## src/hdl/ecc_pkg.sv

```systemverilog
package ecc_pkg;

    localparam int ACC_W      = 64;
    localparam int ENERGY_W   = 63;
    localparam int ITER_W     = 16;
    localparam int STATUS_W   = 3;
    localparam int REG_IDX_W  = 2;
    localparam int CFG_DATA_W = 63;
    localparam int MID_DEPTH  = 4;
    localparam int OUT_DEPTH  = 8;

    localparam logic MODE_START = 1'b0;
    localparam logic MODE_ELEM  = 1'b1;

    localparam logic [STATUS_W-1:0] ST_CONTINUE    = 3'd0;
    localparam logic [STATUS_W-1:0] ST_CONVERGED   = 3'd1;
    localparam logic [STATUS_W-1:0] ST_GAVE_UP     = 3'd2;
    localparam logic [STATUS_W-1:0] ST_FAILED      = 3'd3;
    localparam logic [STATUS_W-1:0] ST_NOT_STARTED = 3'd4;

    localparam logic [REG_IDX_W-1:0] REG_TOLERANCE     = 2'd0;
    localparam logic [REG_IDX_W-1:0] REG_MAX_TOLERANCE = 2'd1;
    localparam logic [REG_IDX_W-1:0] REG_MAX_ITER      = 2'd2;
    localparam logic [REG_IDX_W-1:0] REG_GO_ON         = 2'd3;

    localparam logic [ITER_W-1:0] ITER_MAX = '1;

    typedef struct packed {
        logic              mode;
        logic              last;
        logic [ACC_W-1:0]  prod;
    } entry_t;

    typedef struct packed {
        logic [STATUS_W-1:0] status;
        logic [ITER_W-1:0]   iteration;
        logic [ENERGY_W-1:0] energy;
    } result_t;

    typedef struct packed {
        logic [ENERGY_W-1:0] tolerance;
        logic [ENERGY_W-1:0] max_tolerance;
        logic [ITER_W-1:0]   max_iterations;
        logic                go_on;
    } cfg_t;

endpackage

```

## src/hdl/ecc_fifo.sv

```systemverilog
module ecc_fifo #(
    parameter int WIDTH = 8,
    parameter int DEPTH = 4
) (
    input  logic                         clk,
    input  logic                         rst_n,
    input  logic                         push,
    input  logic [WIDTH-1:0]             din,
    output logic                         full,
    input  logic                         pop,
    output logic [WIDTH-1:0]             dout,
    output logic                         empty,
    output logic [$clog2(DEPTH+1)-1:0]   count
);

    localparam int PTR_W = (DEPTH > 1) ? $clog2(DEPTH) : 1;
    localparam int CNT_W = $clog2(DEPTH+1);

    logic [WIDTH-1:0] mem_reg [DEPTH];
    logic [PTR_W-1:0] wr_ptr_reg;
    logic [PTR_W-1:0] rd_ptr_reg;
    logic [CNT_W-1:0] count_reg;
    logic             do_push;
    logic             do_pop;

    assign full    = (count_reg == CNT_W'(DEPTH));
    assign empty   = (count_reg == '0);
    assign count   = count_reg;
    assign dout    = mem_reg[rd_ptr_reg];
    assign do_push = push && !full;
    assign do_pop  = pop && !empty;

    always_ff @(posedge clk)
    begin
        if (do_push)
        begin
            mem_reg[wr_ptr_reg] <= din;
        end
    end

    always_ff @(posedge clk or negedge rst_n)
    begin
        if (!rst_n)
        begin
            wr_ptr_reg <= '0;
            rd_ptr_reg <= '0;
            count_reg  <= '0;
        end
        else
        begin
            if (do_push)
            begin
                wr_ptr_reg <= (wr_ptr_reg == PTR_W'(DEPTH-1)) ? '0 : wr_ptr_reg + 1'b1;
            end
            if (do_pop)
            begin
                rd_ptr_reg <= (rd_ptr_reg == PTR_W'(DEPTH-1)) ? '0 : rd_ptr_reg + 1'b1;
            end
            if (do_push && !do_pop)
            begin
                count_reg <= count_reg + 1'b1;
            end
            else if (do_pop && !do_push)
            begin
                count_reg <= count_reg - 1'b1;
            end
        end
    end

endmodule

```

## src/hdl/ecc_front.sv

```systemverilog
module ecc_front import ecc_pkg::*; #(
    parameter int ELEM_WIDTH = 32
) (
    input  logic                         clk,
    input  logic                         rst_n,
    input  logic                         push,
    output logic                         full,
    input  logic                         mode,
    input  logic signed [ELEM_WIDTH-1:0] disp_incr,
    input  logic signed [ELEM_WIDTH-1:0] resid,
    input  logic                         last_elem,
    input  logic                         q_full,
    output logic                         q_push,
    output entry_t                       q_din
);

    logic signed [2*ELEM_WIDTH-1:0] prod;
    logic signed [ACC_W-1:0]        prod_ext;
    logic                           valid_reg;
    entry_t                         entry_reg;
    logic                           accept;
    logic                           fwd;

    assign prod     = disp_incr * resid;
    assign prod_ext = ACC_W'(prod);

    // The front register hands its transaction on whenever the queue has room.
    assign fwd    = valid_reg && !q_full;
    assign full   = valid_reg && q_full;
    assign accept = push && !full;
    assign q_push = fwd;
    assign q_din  = entry_reg;

    always_ff @(posedge clk)
    begin
        if (accept)
        begin
            entry_reg.mode <= mode;
            entry_reg.last <= last_elem;
            entry_reg.prod <= prod_ext;
        end
    end

    always_ff @(posedge clk or negedge rst_n)
    begin
        if (!rst_n)
        begin
            valid_reg <= 1'b0;
        end
        else
        begin
            valid_reg <= accept || (valid_reg && !fwd);
        end
    end

endmodule

```

## src/hdl/ecc_back.sv

```systemverilog
module ecc_back import ecc_pkg::*; (
    input  logic                           clk,
    input  logic                           rst_n,
    input  cfg_t                           cfg,
    input  logic                           q_empty,
    input  entry_t                         q_dout,
    output logic                           q_pop,
    input  logic [$clog2(OUT_DEPTH+1)-1:0] out_count,
    output logic                           out_push,
    output result_t                        out_data
);

    localparam int CNT_W = $clog2(OUT_DEPTH+1);

    logic [ACC_W-1:0]    accum_reg;
    logic [ACC_W:0]      sum_wide;
    logic [ACC_W-1:0]    sum_sat;
    logic [CNT_W:0]      in_flight;
    logic                pop_ok;

    logic                s1_valid_reg;
    logic                s1_start_reg;
    logic [ACC_W-1:0]    s1_sum_reg;
    logic [ACC_W-1:0]    mag;

    logic                s2_valid_reg;
    logic                s2_start_reg;
    logic [ENERGY_W-1:0] s2_energy_reg;

    logic                s3_valid_reg;
    logic                s3_start_reg;
    logic [ENERGY_W-1:0] s3_energy_reg;
    logic                s3_le_tol_reg;
    logic                s3_gt_max_reg;

    logic [ITER_W-1:0]   iter_reg;
    logic [ITER_W-1:0]   iter_next;
    logic                exhausted;
    result_t             res;

    // Results still in the pipeline are counted against free space in the
    // output queue, so the stages never need to stall.
    assign in_flight = (CNT_W+1)'(out_count) + (CNT_W+1)'(s1_valid_reg)
                     + (CNT_W+1)'(s2_valid_reg) + (CNT_W+1)'(s3_valid_reg);
    assign pop_ok    = !q_empty && (in_flight < (CNT_W+1)'(OUT_DEPTH));
    assign q_pop     = pop_ok;

    assign sum_wide = {accum_reg[ACC_W-1], accum_reg} + {q_dout.prod[ACC_W-1], q_dout.prod};

    always_comb
    begin
        sum_sat = sum_wide[ACC_W-1:0];
        if (sum_wide[ACC_W] != sum_wide[ACC_W-1])
        begin
            sum_sat = sum_wide[ACC_W] ? {1'b1, {(ACC_W-1){1'b0}}} : {1'b0, {(ACC_W-1){1'b1}}};
        end
    end

    always_ff @(posedge clk or negedge rst_n)
    begin
        if (!rst_n)
        begin
            accum_reg    <= '0;
            s1_valid_reg <= 1'b0;
        end
        else
        begin
            s1_valid_reg <= pop_ok && (q_dout.mode == MODE_START || q_dout.last);
            if (pop_ok)
            begin
                if (q_dout.mode == MODE_START || q_dout.last)
                begin
                    accum_reg <= '0;
                end
                else
                begin
                    accum_reg <= sum_sat;
                end
            end
        end
    end

    always_ff @(posedge clk)
    begin
        if (pop_ok)
        begin
            s1_start_reg <= (q_dout.mode == MODE_START);
            s1_sum_reg   <= sum_sat;
        end
    end

    // The most negative sum has magnitude 2^63, which still halves into 63 bits.
    assign mag = s1_sum_reg[ACC_W-1] ? (~s1_sum_reg + 1'b1) : s1_sum_reg;

    always_ff @(posedge clk)
    begin
        s2_start_reg  <= s1_start_reg;
        s2_energy_reg <= mag[ACC_W-1:1];
        s3_start_reg  <= s2_start_reg;
        s3_energy_reg <= s2_energy_reg;
        s3_le_tol_reg <= (s2_energy_reg <= cfg.tolerance);
        s3_gt_max_reg <= (s2_energy_reg > cfg.max_tolerance);
    end

    assign exhausted = (iter_reg >= cfg.max_iterations);

    always_comb
    begin
        iter_next     = iter_reg;
        res.status    = ST_CONTINUE;
        res.iteration = iter_reg;
        res.energy    = s3_energy_reg;
        if (s3_start_reg)
        begin
            iter_next = ITER_W'(1);
        end
        else if (iter_reg == '0)
        begin
            res.status = ST_NOT_STARTED;
            res.energy = '0;
        end
        else if (s3_le_tol_reg)
        begin
            res.status = ST_CONVERGED;
        end
        else if (cfg.go_on && exhausted)
        begin
            res.status = ST_GAVE_UP;
        end
        else
        begin
            res.status = (exhausted || s3_gt_max_reg) ? ST_FAILED : ST_CONTINUE;
            if (iter_reg != ITER_MAX)
            begin
                iter_next = iter_reg + 1'b1;
            end
        end
    end

    assign out_push = s3_valid_reg && !s3_start_reg;
    assign out_data = res;

    always_ff @(posedge clk or negedge rst_n)
    begin
        if (!rst_n)
        begin
            s2_valid_reg <= 1'b0;
            s3_valid_reg <= 1'b0;
            iter_reg     <= '0;
        end
        else
        begin
            s2_valid_reg <= s1_valid_reg;
            s3_valid_reg <= s2_valid_reg;
            if (s3_valid_reg)
            begin
                iter_reg <= iter_next;
            end
        end
    end

endmodule

```

## src/hdl/energy_increment_convergence_check.sv

```systemverilog
// Energy-increment convergence check for a Newton-type solver.
// Input channel: a transaction is taken on a rising edge with push high and
// full low. mode 0 starts a new solve (iteration count 1, sum cleared);
// mode 1 carries one increment/residual pair, and last_elem closes the vector.
// Result channel: one result per closing pair, shown while empty is low and
// taken on a rising edge with pop high. Configuration: a write with wr_en high
// sets register wr_index from wr_data on that edge.
// Throughput is one transaction per cycle while full stays low, set by the
// single 32x32 multiplier in the front register and the one accumulate per
// cycle in the back end. An accepted closing pair reaches empty going low
// through the multiply register, the four-entry queue, the accumulate,
// magnitude and compare stages, then the eight-entry output queue.
// When the receiver stalls, the output queue fills; the back end stops taking
// from the middle queue once its results could no longer fit, then the middle
// queue and the front register fill and full rises.
// Reset clears all queues, the sum and the iteration count (not started), and
// loads the registers with their defaults (max_tolerance all ones).
module energy_increment_convergence_check import ecc_pkg::*; #(
    parameter int ELEM_WIDTH = 32
) (
    input  logic                         clk,
    input  logic                         rst_n,
    input  logic                         wr_en,
    input  logic [REG_IDX_W-1:0]         wr_index,
    input  logic [CFG_DATA_W-1:0]        wr_data,
    input  logic                         push,
    output logic                         full,
    input  logic                         mode,
    input  logic signed [ELEM_WIDTH-1:0] disp_incr,
    input  logic signed [ELEM_WIDTH-1:0] resid,
    input  logic                         last_elem,
    output logic                         empty,
    input  logic                         pop,
    output logic [STATUS_W-1:0]          status,
    output logic [ITER_W-1:0]            iteration,
    output logic [ENERGY_W-1:0]          energy
);

    localparam int MID_CNT_W = $clog2(MID_DEPTH+1);
    localparam int OUT_CNT_W = $clog2(OUT_DEPTH+1);

    cfg_t                 cfg_reg;
    logic                 q_full;
    logic                 q_push;
    entry_t               q_din;
    logic                 q_empty;
    logic                 q_pop;
    entry_t               q_dout;
    logic [MID_CNT_W-1:0] q_count;
    logic                 out_push;
    result_t              out_data;
    logic                 out_full;
    result_t              out_dout;
    logic [OUT_CNT_W-1:0] out_count;

    always_ff @(posedge clk or negedge rst_n)
    begin
        if (!rst_n)
        begin
            cfg_reg.tolerance      <= '0;
            cfg_reg.max_tolerance  <= '1;
            cfg_reg.max_iterations <= '0;
            cfg_reg.go_on          <= 1'b0;
        end
        else if (wr_en)
        begin
            unique case (wr_index)
                REG_TOLERANCE:     cfg_reg.tolerance      <= wr_data;
                REG_MAX_TOLERANCE: cfg_reg.max_tolerance  <= wr_data;
                REG_MAX_ITER:      cfg_reg.max_iterations <= wr_data[ITER_W-1:0];
                REG_GO_ON:         cfg_reg.go_on          <= wr_data[0];
                default:           cfg_reg                <= cfg_reg;
            endcase
        end
    end

    ecc_front #(
        .ELEM_WIDTH (ELEM_WIDTH)
    ) u_front (
        .clk       (clk),
        .rst_n     (rst_n),
        .push      (push),
        .full      (full),
        .mode      (mode),
        .disp_incr (disp_incr),
        .resid     (resid),
        .last_elem (last_elem),
        .q_full    (q_full),
        .q_push    (q_push),
        .q_din     (q_din)
    );

    ecc_fifo #(
        .WIDTH ($bits(entry_t)),
        .DEPTH (MID_DEPTH)
    ) u_mid_q (
        .clk   (clk),
        .rst_n (rst_n),
        .push  (q_push),
        .din   (q_din),
        .full  (q_full),
        .pop   (q_pop),
        .dout  (q_dout),
        .empty (q_empty),
        .count (q_count)
    );

    ecc_back u_back (
        .clk       (clk),
        .rst_n     (rst_n),
        .cfg       (cfg_reg),
        .q_empty   (q_empty),
        .q_dout    (q_dout),
        .q_pop     (q_pop),
        .out_count (out_count),
        .out_push  (out_push),
        .out_data  (out_data)
    );

    ecc_fifo #(
        .WIDTH ($bits(result_t)),
        .DEPTH (OUT_DEPTH)
    ) u_out_q (
        .clk   (clk),
        .rst_n (rst_n),
        .push  (out_push),
        .din   (out_data),
        .full  (out_full),
        .pop   (pop),
        .dout  (out_dout),
        .empty (empty),
        .count (out_count)
    );

    assign status    = out_dout.status;
    assign iteration = out_dout.iteration;
    assign energy    = out_dout.energy;

endmodule

```

## config.mk

```make
export PLATFORM = sky130hd
export DESIGN_NAME = energy_increment_convergence_check
export DESIGN_NICKNAME = d
export VERILOG_FILES = /design/src/hdl/ecc_pkg.sv /design/src/hdl/ecc_fifo.sv /design/src/hdl/ecc_front.sv /design/src/hdl/ecc_back.sv /design/src/hdl/energy_increment_convergence_check.sv
export SDC_FILE = /design/constraint.sdc
export NUM_CORES = 2
export LEC_CHECK = 0
export BUFFER_PORTS_ARGS = -buffer_cell sky130_fd_sc_hd__buf_2
export CORE_ASPECT_RATIO = 0.6
export CORE_MARGIN = 2
export CORE_UTILIZATION = 65
export CTS_BUF_LIST = sky130_fd_sc_hd__clkbuf_8
export DETAILED_ROUTE_END_ITERATION = 8
export PLACE_DENSITY = 0.9
export SLEW_MARGIN = 20
export SYNTH_ARGS = -nofsm -noshare
export SYNTH_HDL_FRONTEND = slang
export SYNTH_HIERARCHICAL = 1
export SYNTH_SLANG_ARGS = --single-unit
```

## constraint.sdc

```tcl
create_clock -name clk -period 23.6 [get_ports clk]
set_clock_uncertainty 0.15 [all_clocks]
set_input_delay 2.36 -clock clk [delete_from_list [all_inputs] [get_ports clk]]
set_output_delay 2.36 -clock clk [all_outputs]
set_load 0.01 [all_outputs]
```

# Yosys cells after proc, flatten, opt, wreduce, memory -nomap -nowiden
# Memory sizes are Yosys's and may differ from the RTL's.
# Index checks and enable logic that the tools add are counted.
dict set report word_totals {
  register_bits 505
  ramBits 920
  input_bits 136
  out_inout_bits 84
  mem_count 2
}
# memory depth word_bits read_ports rd_ports_with_merged_regs wr line
set memory_table {}
lappend memory_table {u_out_q.mem_reg 8 82 1 0 1 ecc_fifo.sv:19} ;# logic [WIDTH-1:0] mem_reg [DEPTH];
lappend memory_table {u_mid_q.mem_reg 4 66 1 0 1 ecc_fifo.sv:19}
dict set report op_classes {
  add_sub_neg 14
  mul 1
  n_lt_le_gt_ge 4
  eq_ne 14
  muxes 28
  bitwise 2
  n_reduce_logical 42
}
# cell count
set op_table {}
lappend op_table {{$mux W64} 3}
lappend op_table {{$mux W63} 3}
lappend op_table {{$mux W16} 5}
lappend op_table {{$add A64 B64 Y65} 1}
lappend op_table {{$add A64 B1 Y64 const B} 1}
lappend op_table {{$mul A32 B32 Y64} 1}
lappend op_table {{$not A64 Y64} 1}
lappend op_table {{$gt A63 B63 Y1} 1}
lappend op_table {{$le A63 B63 Y1} 1}
lappend op_table {{$mux W3} 8}
lappend op_table {{$add A16 B1 Y16 const B} 1}
lappend op_table {{$ge A16 B16 Y1} 1}
lappend op_table {{$logic_and A1 B1 Y1} 16}
lappend op_table {{$logic_not A16 Y1} 1}
lappend op_table {{$ne A16 B16 Y1 const B} 1}
lappend op_table {{$logic_not A1 Y1} 11}
lappend op_table {{$add A5 B1 Y5} 2}
lappend op_table {{$add A3 B1 Y3 const B} 3}
lappend op_table {{$eq A3 B3 Y1 const B} 3}
lappend op_table {{$eq A2 B2 Y1 const B} 4}
lappend op_table {{$mux W4} 2}
lappend op_table {{$reduce_and A2 Y1} 4}
lappend op_table {{$mux W2} 3}
lappend op_table {{$ne A2 B1 Y1 const B} 3}
lappend op_table {{17 further kinds} 25}

# Longest topological paths before layout
dict set report depth {
  ltp_word 9
  ltp_mapped 28
}

# By module
# The synthesis kept the hierarchy.
# mod instances cells_per_inst area_per_inst_um2 seq_area_each_um2
set modules_own_cells {}
lappend modules_own_cells {ecc_front 1 3966 38309.2 2006.9}
lappend modules_own_cells {{ecc_fifo (u_out_q)} 1 1012 25278.0 19949.1}
lappend modules_own_cells {ecc_back 1 1964 17660.7 6631.4}
lappend modules_own_cells {{ecc_fifo (u_mid_q)} 1 382 9984.6 8102.8}
lappend modules_own_cells {energy_increment_convergence_check 1 305 5461.5 3657.3}

# Worst setup path before layout
# Ideal clock, no wire load.
dict set report synth_path {
  path_kind {input port to flip-flop}
  startpoint {in resid[2]}
  endpoint {reg u_front.entry_reg (netlist bit u_front/q_din[56]), data pin}
  setup_ns 0.259
  arrival_ns 9.397
  slack_ns 13.794
  stages 24
  path_buffers 2
  path_cell_list {clkbuf_1 -> nand2_1 -> inv_1 -> fa_1 -> fa_1 -> fa_1 -> fa_1 -> inv_1 -> fa_1 -> inv_1 -> fa_1 -> inv_1 -> fa_1 -> inv_1 -> fa_1 -> ha_1 -> clkbuf_1 -> and3_1 -> and4_1 -> a221oi_1 -> a31oi_2 -> a211o_1 -> a21oi_2 -> xnor2_1}
}
dict set report synth_via {
  elab_chain_cells 1
}
# item line
set synth_rtl {}
lappend synth_rtl {{from (decl)} energy_increment_convergence_check.sv:30} ;# input logic signed [ELEM_WIDTH-1:0] resid,
lappend synth_rtl {{$mul A32 B32 Y64} ecc_front.sv:24} ;# assign prod = disp_incr * resid;
lappend synth_rtl {{named net u_front.prod[56]} ecc_front.sv:17} ;# logic signed [2*ELEM_WIDTH-1:0] prod;
lappend synth_rtl {{to (decl)} ecc_front.sv:20} ;# entry_t entry_reg;
# The timed path passes the listed nets, and every way through them passes these cells.
# A chain may end at the register's enable or synchronous reset.

# Worst setup path after layout
dict set report layout_path {
  startpoint {in disp_incr[31]}
  endpoint {reg u_front.entry_reg (netlist bit u_front/q_din[62]), data pin}
}
dict set report layout_via {
  elab_chain_cells 1
}
# item line
set layout_rtl {}
lappend layout_rtl {{from (decl)} energy_increment_convergence_check.sv:29} ;# input logic signed [ELEM_WIDTH-1:0] disp_incr,
lappend layout_rtl {{$mul A32 B32 Y64} ecc_front.sv:24}
lappend layout_rtl {{named net u_front.prod[62]} ecc_front.sv:17}
# The timed path passes the listed nets, and every way through them passes these cells.

==> summary.md <==
| Metric | Value |
|---|---|
| Status | `completed` |
| Final design utilization | `69.8%` |
| Largest net degree at the start of global routing | `113` |
| Initial DRC count | `8,245` |
| Multi-input combinational cell area | `50,500 µm²` |
| H-tree Lvls | `4` |
| Layout area overhead | `6.36%` |
| Reg-to-reg endpoint | `u_back/accum_reg[1]` |
| Slowest cell delay on critical path | `0.86 ns` |
| Most frequent CP cell | `fa_1` |
| Hold Vio Cnt, Final | `0` |
| Minimum clock period | `10.23 ns` |
| Core box area | `147,000 µm²` |
| Starting Density | `65.6%` |
| Rows | `109` |
| CP top delay family | `adder cells` |
| Largest register FFs | `656` |
| Vias per cell | `6.37` |
| Via count | `63,000` |
| Number of setup violations in the final report | `0` |
| Vias in the first global route | `67,100` |
| Hold buffers post-CTS | `0` |
| Final Wtd Congestion | `0.973` |
| Postcts setup bufs | `0` |
| Mapped Cells | `7,628` |
| Num CTS Buffers | `176` |
| CTS Sinks | `1,425` |
| R2R Path Start | `u_mid_q/rd_ptr_reg[0]` |
| Root buffer cell | `clkbuf_8` |
| RSZ-0062 raised after global routing | `false` |
| Nets@finish | `9,336` |
| Clock buffer depth | `3` |
| Die height | `303 µm` |
| PortBufs | `219` |
| Ratio of cells with drive above 1 in the final layout | `14.2%` |
| DR DRC count | `0` |
| Placed Cells | `9,527` |
| WP data arrival | `10.71 ns` |
| Worst Setup EP | `u_front/q_din[62]` |
| Final period util | `43.4%` |
| Initial antenna violation count | `46` |
| Total global-route track usage | `33.2%` |
| Number of routed nets with antenna violations | `0` |
| I/O pins | `220` |
| Overflow after GRT | `0` |
| Post-Syn Area | `96,700 µm²` |
| Worst-path clk slew | `0.07 ns` |
| Post_cts resized | `0` |
| Global-route wire length before repair | `385,000 µm` |
| CP startpoint kind | `input port` |
| Total die area | `152,000 µm²` |
| TritonRoute pass-1 iters | `7` |
| Dpl hpwl | `172,000 µm` |
| Worst path bufs/invs | `8` |
| Fmax | `97.7 MHz` |
| Clock latency on the worst-skew pair | `0.91 ns` |
| TritonCTS clock tree | `yes` |
| Max FO, Critical Path | `32` |
| Net Count, Synth | `9,257` |
| Slew @ Worst Pin | `1.18 ns` |
| Max Cap Violations | `0` |
| Worst setup EP type | `flop` |
| DR WL/cell | `25.2 µm` |
| Yosys warns | `6` |
| Setup slack, reg-to-reg | `15.96 ns` |
| Critical path class | `in -> reg` |
| Cell count of the worst reg-to-reg path | `15` |
| Fin cells | `9,894` |
| Slowest cell on crit path | `fa_1` |
| Slew Viols, Final | `0` |
| TNS Setup | `0 ns` |
| Post-Route WL | `249,000 µm` |
| Register Area | `40,400 µm²` |
| CP required | `24.08 ns` |
| HP Class | `reg -> reg` |
| Slew margin rel. | `20.8%` |
| Worst setup path start | `disp_incr[31]` |
| Levels on crit path | `25` |
| Fillers | `9,023` |
| Die Wd | `502 µm` |
| Syn avg cell area | `12.7 µm²` |
-- metrics by stage --
stage	cell area (µm²)	hold slack, ns	setup slack (ns)
floorplan	96700	0.160	13.79
global placement	99100	0.167	12.95
detailed placement	99100	0.163	12.62
CTS	103000	0.180	13.52
global route	103000	0.210	12.93
finish	103000	0.180	13.37
-- per-layer routing --
layer / global-route usage, % / vias to the layer above / wire, µm
li1: - / 25700 / -
met1: 46.4 / 31900 / 93700
met2: 50.8 / 4571 / 114000
met3: 8.43 / 828 / 31200
met4: 13.1 / 10 / 10400
met5: 0 / - / 49
-- layout by cell type, fill, tap and decap left out, drive strengths merged, types with 144 or more instances in the layout --
cell type     n
edfxtp     1051
fa         1086
a21oi       202
buf         267
and2        524
xnor2       144
mux2        235
clkbuf      217
nand2       705
nor2        145
ha          407
o21ai       211
inv        1209
mux4        230
dfrtp       181
-- worst min path at each step --
stage                     slack, ns  depth (start not counted)             endpoint                start
after global routing           0.21                          0  u_back/s3_start_reg  u_back/s2_start_reg
after detailed placement       0.16                          0  u_back/s3_start_reg  u_back/s2_start_reg
final                          0.18                          0  u_back/s3_start_reg  u_back/s2_start_reg
after floorplan                0.16                          0  u_back/s3_start_reg  u_back/s2_start_reg
after global placement         0.17                          0  u_back/s3_start_reg  u_back/s2_start_reg
after CTS                      0.18                          0  u_back/s3_start_reg  u_back/s2_start_reg
-- cell type report --
cell class | count | share of cell area, %
inverters | 1135 | 4.14
well taps | 1998 | 2.43
clock inverters | 113 | 0.658
multi-input cells | 4702 | 49.1
clock buffers | 217 | 2.90
repair buffers | 267 | 1.43
diodes | 37 | 0.0900
flip-flops and latches | 1425 | 39.3
Power is left out: the tool's default activity adds up to more than one toggle a clock period on the data nets, which glitch-free logic cannot reach.
